[config.mk]
export PLATFORM = sky130hd
export DESIGN_NAME = double_ended_queue
export DESIGN_NICKNAME = d
export VERILOG_FILES = /design/src/hdl/dq_pkg.sv /design/src/hdl/double_ended_queue.sv
export SDC_FILE = /design/constraint.sdc
export NUM_CORES = 1
export LEC_CHECK = 0
export BUFFER_PORTS_ARGS = -buffer_cell sky130_fd_sc_hd__buf_2
export CAP_MARGIN = 20
export CELL_PAD_IN_SITES_DETAIL_PLACEMENT = 0
export CELL_PAD_IN_SITES_GLOBAL_PLACEMENT = 1
export CORE_ASPECT_RATIO = 1.75
export CORE_UTILIZATION = 54
export CTS_BUF_LIST = sky130_fd_sc_hd__clkbuf_8
export CTS_CLUSTER_DIAMETER = 150
export DETAILED_ROUTE_END_ITERATION = 8
export MAX_ROUTING_LAYER = met4
export PLACE_DENSITY = 0.91
export RECOVER_POWER = 25
export SYNTH_ARGS = -nofsm -noshare
export SYNTH_HDL_FRONTEND = slang
export SYNTH_SLANG_ARGS = --single-unit
[constraint.sdc]
create_clock -name clk_i -period 6.94 [get_ports clk_i]
set_clock_uncertainty 0.05 [all_clocks]
set_input_delay 0.347 -clock clk_i [delete_from_list [all_inputs] [get_ports clk_i]]
set_output_delay 0.347 -clock clk_i [all_outputs]
set_load 0.01 [all_outputs]
[src/hdl/dq_pkg.sv]
`timescale 1ns / 1ps
`default_nettype none
// ----------------------------------------------------------------------------
// dq_pkg
// Operation, error and state codes shared by the double-ended queue.
// ----------------------------------------------------------------------------
package dq_pkg;

  typedef enum logic [1:0] {
    MODE_PUSH_RIGHT = 2'd0,
    MODE_POP_LEFT   = 2'd1,
    MODE_POP_RIGHT  = 2'd2,
    MODE_NOP        = 2'd3
  } mode_e;

  typedef enum logic [1:0] {
    ERR_OK    = 2'd0,
    ERR_EMPTY = 2'd1,
    ERR_FULL  = 2'd2
  } err_e;

  typedef enum logic {
    ST_IDLE = 1'b0,
    ST_READ = 1'b1
  } state_e;

  typedef enum logic {
    SIDE_LEFT  = 1'b0,
    SIDE_RIGHT = 1'b1
  } side_e;

endpackage
`default_nettype wire

[src/hdl/double_ended_queue.sv]
`timescale 1ns / 1ps
`default_nettype none
// ----------------------------------------------------------------------------
// double_ended_queue
// Bounded deque of DEPTH items held in a circular buffer memory.
// ----------------------------------------------------------------------------
// Usage:
//   Input channel (in_valid_i / in_ready_o) carries one operation item:
//   mode_i selects push right, pop left, pop right or no operation, and
//   value_i is the item to push. Output channel (out_valid_o / out_ready_i)
//   returns exactly one result item per operation: popped value, error code,
//   left and right items, empty flag and item count after the operation.
//   The left and right items are kept in registers beside the slot memory,
//   so a push or a no operation needs no slot fetch. A pop that leaves two
//   or more items must fetch the new end item from the slot memory, whose
//   synchronous read is waited for in the ST_READ state before the result.
//   One operation is in flight at a time; the next item is taken once its
//   result is registered and the output register is free or being drained.
//   Reset empties the queue (left index and count go to zero); slot memory
//   contents are left as they are and never show. When the receiver stalls,
//   the result holds in the output register and in_ready_o stays low.
// ----------------------------------------------------------------------------
module double_ended_queue
  import dq_pkg::*;
#(
  parameter int DEPTH      = 16,
  parameter int ITEM_WIDTH = 32,
  localparam int IDX_W     = $clog2(DEPTH),
  localparam int CNT_W     = $clog2(DEPTH + 1)
) (
  input  wire logic                  clk_i,
  input  wire logic                  rst_ni,
  input  wire logic                  in_valid_i,
  output logic                       in_ready_o,
  input  wire logic [1:0]            mode_i,
  input  wire logic [ITEM_WIDTH-1:0] value_i,
  output logic                       out_valid_o,
  input  wire logic                  out_ready_i,
  output logic [ITEM_WIDTH-1:0]      popped_value_o,
  output logic [1:0]                 error_o,
  output logic [ITEM_WIDTH-1:0]      left_item_o,
  output logic [ITEM_WIDTH-1:0]      right_item_o,
  output logic                       is_empty_o,
  output logic [CNT_W-1:0]           item_count_o
);

  localparam logic [IDX_W:0] DepthX = (IDX_W + 1)'(DEPTH);
  localparam logic [CNT_W-1:0] DepthC = CNT_W'(DEPTH);

  function automatic logic [IDX_W-1:0] wrap_idx(input logic [IDX_W:0] s);
    logic [IDX_W:0] t;
    t = (s >= DepthX) ? (s - DepthX) : s;
    return t[IDX_W-1:0];
  endfunction

  // slot memory
  logic [ITEM_WIDTH-1:0] mem_q [DEPTH];
  logic [ITEM_WIDTH-1:0] rd_data_q;
  logic                  mem_we;
  logic [IDX_W-1:0]      mem_waddr;
  logic                  rd_en;
  logic [IDX_W-1:0]      rd_addr;

  state_e state_q, state_d;
  side_e  side_q, side_d;
  logic [IDX_W-1:0]      left_idx_q, left_idx_d;
  logic [CNT_W-1:0]      count_q, count_d;
  logic [ITEM_WIDTH-1:0] left_q, left_d;
  logic [ITEM_WIDTH-1:0] right_q, right_d;
  logic [ITEM_WIDTH-1:0] pend_pop_q, pend_pop_d;

  logic                  out_valid_q, out_valid_d;
  logic [ITEM_WIDTH-1:0] out_pop_q, out_pop_d;
  err_e                  out_err_q, out_err_d;
  logic [ITEM_WIDTH-1:0] out_left_q, out_left_d;
  logic [ITEM_WIDTH-1:0] out_right_q, out_right_d;
  logic                  out_empty_q, out_empty_d;
  logic [CNT_W-1:0]      out_count_q, out_count_d;

  logic                  accept;
  logic                  need_read;
  logic                  emit;
  logic [ITEM_WIDTH-1:0] res_pop;
  err_e                  res_err;

  assign in_ready_o = (state_q == ST_IDLE) && (!out_valid_q || out_ready_i);
  assign accept     = in_valid_i && in_ready_o;

  // Datapath: operate on the cached ends, write or fetch one slot.
  always_comb begin
    left_idx_d = left_idx_q;
    count_d    = count_q;
    left_d     = left_q;
    right_d    = right_q;
    pend_pop_d = pend_pop_q;
    side_d     = side_q;
    mem_we     = 1'b0;
    mem_waddr  = wrap_idx({1'b0, left_idx_q} + (IDX_W + 1)'(count_q));
    rd_en      = 1'b0;
    rd_addr    = '0;
    need_read  = 1'b0;
    emit       = 1'b0;
    res_pop    = '0;
    res_err    = ERR_OK;

    if (state_q == ST_READ) begin
      if (side_q == SIDE_LEFT) begin
        left_d = rd_data_q;
      end else begin
        right_d = rd_data_q;
      end
      res_pop = pend_pop_q;
      emit    = 1'b1;
    end else if (accept) begin
      unique case (mode_e'(mode_i))
        MODE_PUSH_RIGHT: begin
          if (count_q == DepthC) begin
            res_err = ERR_FULL;
          end else begin
            mem_we  = 1'b1;
            right_d = value_i;
            if (count_q == '0) begin
              left_d = value_i;
            end
            count_d = count_q + CNT_W'(1);
          end
        end
        MODE_POP_LEFT: begin
          if (count_q == '0) begin
            res_err = ERR_EMPTY;
          end else begin
            res_pop    = left_q;
            left_idx_d = wrap_idx({1'b0, left_idx_q} + (IDX_W + 1)'(1));
            count_d    = count_q - CNT_W'(1);
            if (count_q > CNT_W'(2)) begin
              rd_en  = 1'b1;
              rd_addr = left_idx_d;
              side_d = SIDE_LEFT;
              need_read = 1'b1;
            end else begin
              left_d = right_q;
            end
          end
        end
        MODE_POP_RIGHT: begin
          if (count_q == '0) begin
            res_err = ERR_EMPTY;
          end else begin
            res_pop = right_q;
            count_d = count_q - CNT_W'(1);
            if (count_q > CNT_W'(2)) begin
              rd_en   = 1'b1;
              rd_addr = wrap_idx({1'b0, left_idx_q} + (IDX_W + 1)'(count_q)
                                 - (IDX_W + 1)'(2));
              side_d  = SIDE_RIGHT;
              need_read = 1'b1;
            end else begin
              right_d = left_q;
            end
          end
        end
        MODE_NOP: begin
        end
        default: begin
        end
      endcase
      pend_pop_d = res_pop;
      emit       = !need_read;
    end
  end

  // Next state
  always_comb begin
    state_d = state_q;
    unique case (state_q)
      ST_IDLE: if (accept && need_read) state_d = ST_READ;
      ST_READ: state_d = ST_IDLE;
      default: state_d = ST_IDLE;
    endcase
  end

  // Result register load
  always_comb begin
    out_valid_d = out_valid_q && !out_ready_i;
    out_pop_d   = out_pop_q;
    out_err_d   = out_err_q;
    out_left_d  = out_left_q;
    out_right_d = out_right_q;
    out_empty_d = out_empty_q;
    out_count_d = out_count_q;
    if (emit) begin
      out_valid_d = 1'b1;
      out_pop_d   = res_pop;
      out_err_d   = res_err;
      out_empty_d = (count_d == '0);
      out_count_d = count_d;
      out_left_d  = (count_d == '0) ? '0 : left_d;
      out_right_d = (count_d == '0) ? '0 : right_d;
    end
  end

  always_ff @(posedge clk_i) begin
    if (mem_we) begin
      mem_q[mem_waddr] <= value_i;
    end
    if (rd_en) begin
      rd_data_q <= mem_q[rd_addr];
    end
  end

  always_ff @(posedge clk_i or negedge rst_ni) begin
    if (!rst_ni) begin
      state_q     <= ST_IDLE;
      left_idx_q  <= '0;
      count_q     <= '0;
      out_valid_q <= 1'b0;
    end else begin
      state_q     <= state_d;
      left_idx_q  <= left_idx_d;
      count_q     <= count_d;
      out_valid_q <= out_valid_d;
    end
  end

  always_ff @(posedge clk_i) begin
    side_q      <= side_d;
    left_q      <= left_d;
    right_q     <= right_d;
    pend_pop_q  <= pend_pop_d;
    out_pop_q   <= out_pop_d;
    out_err_q   <= out_err_d;
    out_left_q  <= out_left_d;
    out_right_q <= out_right_d;
    out_empty_q <= out_empty_d;
    out_count_q <= out_count_d;
  end

  assign out_valid_o    = out_valid_q;
  assign popped_value_o = out_pop_q;
  assign error_o        = out_err_q;
  assign left_item_o    = out_left_q;
  assign right_item_o   = out_right_q;
  assign is_empty_o     = out_empty_q;
  assign item_count_o   = out_count_q;

  // Assertions
  a_count_bound: assert property (@(posedge clk_i) disable iff (!rst_ni)
    count_q <= DepthC)
    else $error("held count exceeds depth");

  a_read_needs_items: assert property (@(posedge clk_i) disable iff (!rst_ni)
    (state_q == ST_READ) |-> (count_q >= CNT_W'(2)))
    else $error("slot fetch with fewer than two items held");

  a_read_out_free: assert property (@(posedge clk_i) disable iff (!rst_ni)
    (state_q == ST_READ) |-> !out_valid_q)
    else $error("result register busy during slot fetch");

  a_read_emits: assert property (@(posedge clk_i) disable iff (!rst_ni)
    (state_q == ST_READ) |=> (state_q == ST_IDLE) && out_valid_q)
    else $error("slot fetch did not deliver a result");

  a_accept_idle: assert property (@(posedge clk_i) disable iff (!rst_ni)
    accept |-> (state_q == ST_IDLE))
    else $error("item taken while a fetch is pending");

endmodule
`default_nettype wire

After elaboration in Yosys (flattened, before gate mapping)

Memory sizes are Yosys's and may differ from the RTL's. A register that Yosys moved wholly into a read port is not among the register bits.
Cells that the tools add are included.

Logic and storage cells: 117
Register bits after elaboration: 212
Memories kept: 1
Input bits: 38
Bits in writable memories: 512

Bitwise operators: 3
Equal/unequal tests: 7
Mux-type cells: 63
Order comparisons: 4
Add/sub/neg operators: 8
Reduce and logical (&&, ||, !) cells: 17

Memory list:

| name  | depth | bits a word | rd ports | clocked after Yosys merged registers in | write ports | line                     | source |
|---|---|---|---|---|---|---|---|
| mem_q | 16    | 32          | 1        | 1                                       | 1           | double_ended_queue.sv:57 | `logic [ITEM_WIDTH-1:0] mem_q [DEPTH];` |

Operators with widths:

| kind                | number |
|---|---|
| $mux 32             | 17 |
| $pmux 32 s2         | 3 |
| $mux 4              | 9 |
| $mux 1              | 24 |
| $mux 5              | 4 |
| $ge 5x5->1 const B  | 3 |
| $sub 4x1->4 const B | 3 |
| $logic_not 5->1     | 2 |
| $pmux 5 s2          | 1 |
| $ne 2x2->1 const B  | 4 |
| $pmux 4 s2          | 1 |
| $reduce_and 7->1    | 1 |
| $add 4x1->5 const B | 1 |
| $add 4x5->5         | 1 |
| $add 5x1->5 const B | 1 |
| $eq 5x5->1 const B  | 1 |
| $gt 5x2->1 const B  | 1 |
| $sub 5x1->5 const B | 1 |
| $sub 5x2->5 const B | 1 |
| $logic_and 1x1->1   | 4 |
| $pmux 1 s2          | 2 |
| $pmux 2 s2          | 1 |
| $reduce_and 4->1    | 1 |
| $reduce_or 2->1     | 2 |
| 9 further kinds     | 13 |

Logic depth before layout (Yosys ltp)

Depth in word-level cells: 11
Gate-level depth with buffers: 12

Worst setup path before layout

OpenSTA, ideal clock, no wires.

Kind: register to register
Start point: reg state_q
End point: reg out_err_q[0], in the netlist error_o[0] (enable)
Slack: 1.943 ns
Clock period less this slack: 4.997 ns
Data arrival time: 4.485 ns
Buffers on the path: 2
Stages on the path, launching flop included: 7
Library setup time: 0.461 ns
Data required time: 6.429 ns
Cells stage by stage: dfrtp_1 -> nor2b_1 -> nand2_1 -> inv_1 -> clkbuf_1 -> buf_1 -> a21o_1

Word-level cells in the longest chain between the ends: 5

RTL lines:

| what                   | line                      | source |
|---|---|---|
| start, declared        | double_ended_queue.sv:64  | `state_e state_q, state_d;` |
| start signal, assigned | double_ended_queue.sv:218 | `state_q <= state_d;` |
| $not 1->1 (no line)    | -                         |  |
| $logic_and 1x1->1      | double_ended_queue.sv:86  | `assign in_ready_o = (state_q == ST_IDLE) && (!out_valid_q \|\| out_ready_i);` |
| $logic_and 1x1->1      | double_ended_queue.sv:87  | `assign accept = in_valid_i && in_ready_o;` |
| $mux 1                 | double_ended_queue.sv:114 | `end else if (accept) begin` |
| $mux 1 *               | double_ended_queue.sv:106 | `if (state_q == ST_READ) begin` |
| via emit               | double_ended_queue.sv:82  | `logic emit;` |
| end signal, assigned   | double_ended_queue.sv:231 | `out_err_q <= out_err_d;` |
| end, declared          | double_ended_queue.sv:74  | `err_e out_err_q, out_err_d;` |

The timed path passes the listed nets; every way through them passes the cells marked *.
A chain may end at the register's enable or synchronous reset.

Worst setup path after layout

Start point: reg count_q[0]
End point: reg rd_data_q[8], read port of mem_q, data pin

Word-level cells in the longest chain between the ends: 9

RTL lines:

| what                                             | line                      | source |
|---|---|---|
| start, declared                                  | double_ended_queue.sv:67  | `logic [CNT_W-1:0] count_q, count_d;` |
| start signal, assigned                           | double_ended_queue.sv:220 | `count_q <= count_d;` |
| $add 4x5->5                                      | double_ended_queue.sv:153 | `rd_addr = wrap_idx({1'b0, left_idx_q} + (IDX_W + 1)'(count_q)` |
| $sub 5x2->5                                      | double_ended_queue.sv:154 | `- (IDX_W + 1)'(2));` |
| $sub 4x1->4 / $ge 5x5->1 (equally long branches) | double_ended_queue.sv:52  | `t = (s >= DepthX) ? (s - DepthX) : s;` |
| $mux 4                                           | double_ended_queue.sv:52  |  |
| $mux 4                                           | double_ended_queue.sv:151 | `if (count_q > CNT_W'(2)) begin` |
| $mux 4                                           | double_ended_queue.sv:146 | `if (count_q == '0) begin` |
| $pmux 4 s2                                       | double_ended_queue.sv:115 | `unique case (mode_e'(mode_i))` |
| $mux 4                                           | double_ended_queue.sv:114 |  |
| $mux 4                                           | double_ended_queue.sv:106 |  |
| end, declared                                    | double_ended_queue.sv:58  | `logic [ITEM_WIDTH-1:0] rd_data_q;` |

Parallel ways exist; a longest one is shown, timed or not.

==> summary by stage <==
Outcome
The flow ran to the end, and the final reports show no timing, DRC or antenna violations.

STA
Setup repair after global routing left no endpoint under its margin. The final number of hold-violating endpoints is 0. The transition time of the tightest slew-check pin is 1.173 ns. Setup slack on the critical path of the routed design comes to 2.366 ns. The share of the cycle needed by the critical path after routing is 65.91%.

The number of pins exceeding their max-slew limit in the final report is 0. After routing, the total negative slack on setup checks comes to 0 ns. For the finished layout, the period the worst path requires is 4.574 ns.

Measured against its own limit, the worst slew margin works out to 21.80%. Setup violations remaining at the end of the flow were counted as 0. The fmax is 218.6 MHz.

Synthesis
The number of register bits inferred by synthesis is 756. After synthesis, the share of flip-flops with an asynchronous set or reset is 1.455%. Synthesis instantiated 62 different standard cells from the library. After synthesis the cells add up to 30,990 µm².

Summing the sequential cell areas from Yosys gives 71.00% of the chip area. In this run, synthesis inferred 681 flip-flops with an integrated enable. The count of warnings emitted by yosys is 0.

The post-synthesis area per instance is 14.50 µm². In the synthesized netlist the dominant register cell turns out to be edfxtp_1. Counting every instance in the synthesized netlist gives 2,137.

When the netlist entered floorplanning its net count stood at 2,188.

Power and ir drop
The worst supply voltage drop on vdd is 0.2179 mV. Net switching is 33.09% of the power. The static leakage is 11.81 nW. The internal power is 8.673 mW. The sequential cell fraction of total power is 48.3%. The clock network is responsible for 24.8% of the overall power. For this design the ratio of total power to cell area is 374.2 nW/µm². The design draws 12.96 mW.

In this run, the combinational gates consume 26.9% of the power. Summed over all nets, the switching power comes to 4.289 mW.

Clock tree
The number of buffers created by CTS is 96. Clock latency on the worst-skew pair, taken at its later pin, is 0.70 ns. The root buffer cell is clkbuf_8.

The CTS tree is yes. The TritonCTS sink count is 756. The level count of the clock H-tree is 3. The register clock-pin slew on the reported worst setup and hold paths is 0.08 ns.

No sink is reached through more buffers than the 3 on the longest clock path.

Place
The number of cells after detailed placement is 2,923. OpenSTA, run right after detailed placement, puts the worst setup slack at 2.455 ns. The weighted congestion reported at the end of routability-driven placement is 0.9199. The total half-perimeter wirelength after legalization and detailed placement is 47,060 µm. During placement, the flow inserted port buffers numbering 143.

Worst setup path
For the worst setup path, the data arrival time is 4.95 ns. The worst register-to-register path begins at count_q[0]. The worst setup path is captured at a flop. The number of cells traversed by the worst register-to-register path is 10. The startpoint-to-endpoint class of the critical path is flop to flop. Along the worst path, the maximum fanout reaches 58. STA classifies the critical path startpoint as a flop. Across all register-to-register paths, the minimum setup slack is 2.37 ns. For the worst setup path, the data required time is 7.32 ns. The end of the worst register-to-register path is rd_data_q[8].

Drt
After detailed routing, the number of vias per cell comes to 6.510. The detailed-route via count is 20,300. The total detailed-routing wirelength is 79,890 µm. The first-pass iteration count of the detailed router is 6. The residual DRC count is 0.

The initial DRC count is 2,123. The average wire per standard cell is 25.61 µm. The count of nets left with antenna violations after detail routing is 0.

Hold path
The worst hold path terminates at out_valid_o. The number of instances on the worst hold path is 4. The hold path startpoint is out_ready_i.

The class of the tightest hold or removal check is primary input to flop.

Die
The initial standard-cell utilization of the core is 54.95%. The floorplan step defined a core boundary enclosing 56,400 µm². From left edge to right edge, the die measures 183.1 µm. In this run the count of I/O pins placed on the die edge is 144. After floorplanning, the core was divided into 115 placement rows. The floorplan step defined a die boundary enclosing 58,400 µm². Measured along the y axis, the die boundary spans 318.9 µm.

Global routing
The maximum number of pins on one net before global-route repair is 79. The via count of the first global-routing pass was 20,590. The overall routing resource usage is 28.22%.

The total congestion overflow after global routing is 0. The global-route wire length before repair is 120,300 µm. The number of antenna violations at the first check in global routing came to 2.

Cells and area
The area growth from synthesis to layout is 11.77%. The net count of the finished layout is 2,332. The post-route netlist has 18.58% of its cells at a drive strength greater than 1. The leading cell type in the layout, fill and taps excluded is edfxtp_1. In the layout the commonest cells are 681 x edfxtp_1, 169 x nand3_1, 151 x nand2_1, 117 x buf_2, 114 x nor2_1.

Once layout is complete, the cells apart from fillers number 3,119.

Flow run
Across the run, the number of max-cap violations was 0.
## worst max path at each step
| stage | from | end | slack [ns] |
|---|---|---|---|
| after global routing | count_q[0] | rd_data_q[3] | 2.22 |
| after floorplan | state_q | error_o[0] | 1.94 |
| after global placement | count_q[1] | rd_data_q[18] | 2.58 |
| after CTS | count_q[0] | rd_data_q[3] | 2.45 |
| final | count_q[0] | rd_data_q[8] | 2.37 |
| after detailed placement | count_q[0] | rd_data_q[8] | 2.46 |
## logic make-up after synthesis
group                    share of synthesized area (%)
multiplexers                                     5.914
flip-flops                                       71.00
AND/OR/NAND/NOR                                  7.347
buffers and inverters                            2.737
AO/OA/AOI/OAI                                    12.15
adder cells (fa/ha/maj)                         0.5490
XOR/XNOR                                        0.2987
## repair_timing
item	CTS	global route
hold buffers	20	0
setup endpoints to repair	0	0
buffers inserted	0	0
hold endpoints to repair	198	0
resized for setup	0	0
## Yosys cell counts, types with 3 or more instances
cell type  number  area [µm²]
a211o_1         3       26.28
a211oi_1       54       405.4
a21oi_1        35       175.2
a221oi_1       36       315.3
a22o_1        113       989.7
a22oi_1        45       337.8
a31oi_1        33       206.5
a32oi_1        32       280.3
and2_1          4       25.02
and3_1          6       37.54
buf_1          14       52.55
buf_2          18       90.09
buf_6           5       56.30
clkbuf_1      129       484.2
dfrtp_1        11       275.3
dfxtp_1        64        1281
edfxtp_1      681       20450
ha_1           12       150.1
inv_1          39       146.4
mux2_2         65       732.0
mux2i_1        38       380.4
mux4_2         32       720.7
nand2_1       153       574.3
nand2b_1        3       18.77
nand3_1       169       845.8
nand4_1         5       31.28
nor2_1        133       499.2
nor2b_1         6       37.54
nor3_1          7       35.03
o21ai_0        71       355.3
o221ai_1       33       289.0
o22ai_1        37       231.5
or2_2           4       25.02
or3_1           4       25.02
or4_1           3       22.52
xnor2_1         5       43.79
xor2_1          3       26.28
## metrics by stage
stage | hold slack [ns] | util (%) | instance area [µm²]
after floorplan | 0.001409 | - | 30990
after global placement | 0.2009 | 57.75 | 32570
after detailed placement | 0.1951 | 57.75 | 32570
after CTS | 0.002793 | 61.47 | 34670
after global routing | 0.1208 | 61.42 | 34640
final | 0.1041 | 61.42 | 34640
## area by class of cell
| cell class | count | area [µm²] |
|---|---|---|
| multi-input cells | 1173 | 8364 |
| well taps | 760 | 950.9 |
| clock inverters | 70 | 466.7 |
| clock buffers | 104 | 1431 |
| diodes | 2 | 5.005 |
| inverters | 40 | 150.1 |
| repair buffers | 214 | 1262 |
| flip-flops and latches | 756 | 22010 |
| fillers | 4181 | 21760 |
## registers in the layout, summed over array words and instances, names as in the netlist, 5 cells and up
name / flops
mem_q: 512
left_item_o: 32
left_q: 32
pend_pop_q: 32
popped_value_o: 32
rd_data_q: 32
right_item_o: 32
right_q: 32
count_q: 5
item_count_o: 5
## metal layers
metal / vias up / global-route usage [%] / part of all wire, %
met4: 0 / 14.19 / 4.2
met1: 10140 / 32.46 / 36
met2: 1188 / 48.04 / 52
met3: 240 / 4.031 / 7.7
met5: - / - / 0
li1: 8735 / - / -
## power by group through the flow
stage / clock network (mW) / registers [mW] / logic, mW
2_1_floorplan: 0 / 6.37 / 2.17
3_3_place_gp: 0 / 6.31 / 3.35
3_5_place_dp: 0 / 6.34 / 3.44
4_1_cts: 3.25 / 6.25 / 3.46
5_1_grt: 3.43 / 6.32 / 3.74
6_report: 3.22 / 6.26 / 3.48
## critical path: stages, from the launching register on
cell,delay (ns)
dfrtp_1,0.50
inv_1,0.13
ha_1,0.21
nor2b_1,0.43
o211ai_4,0.27
buf_4,0.42
nor3_2,0.76
buf_4,0.72
nand3_1,0.15
a32oi_1,0.45
o22ai_1,0.18
Note: power is estimated with default switching activity, not from simulation.
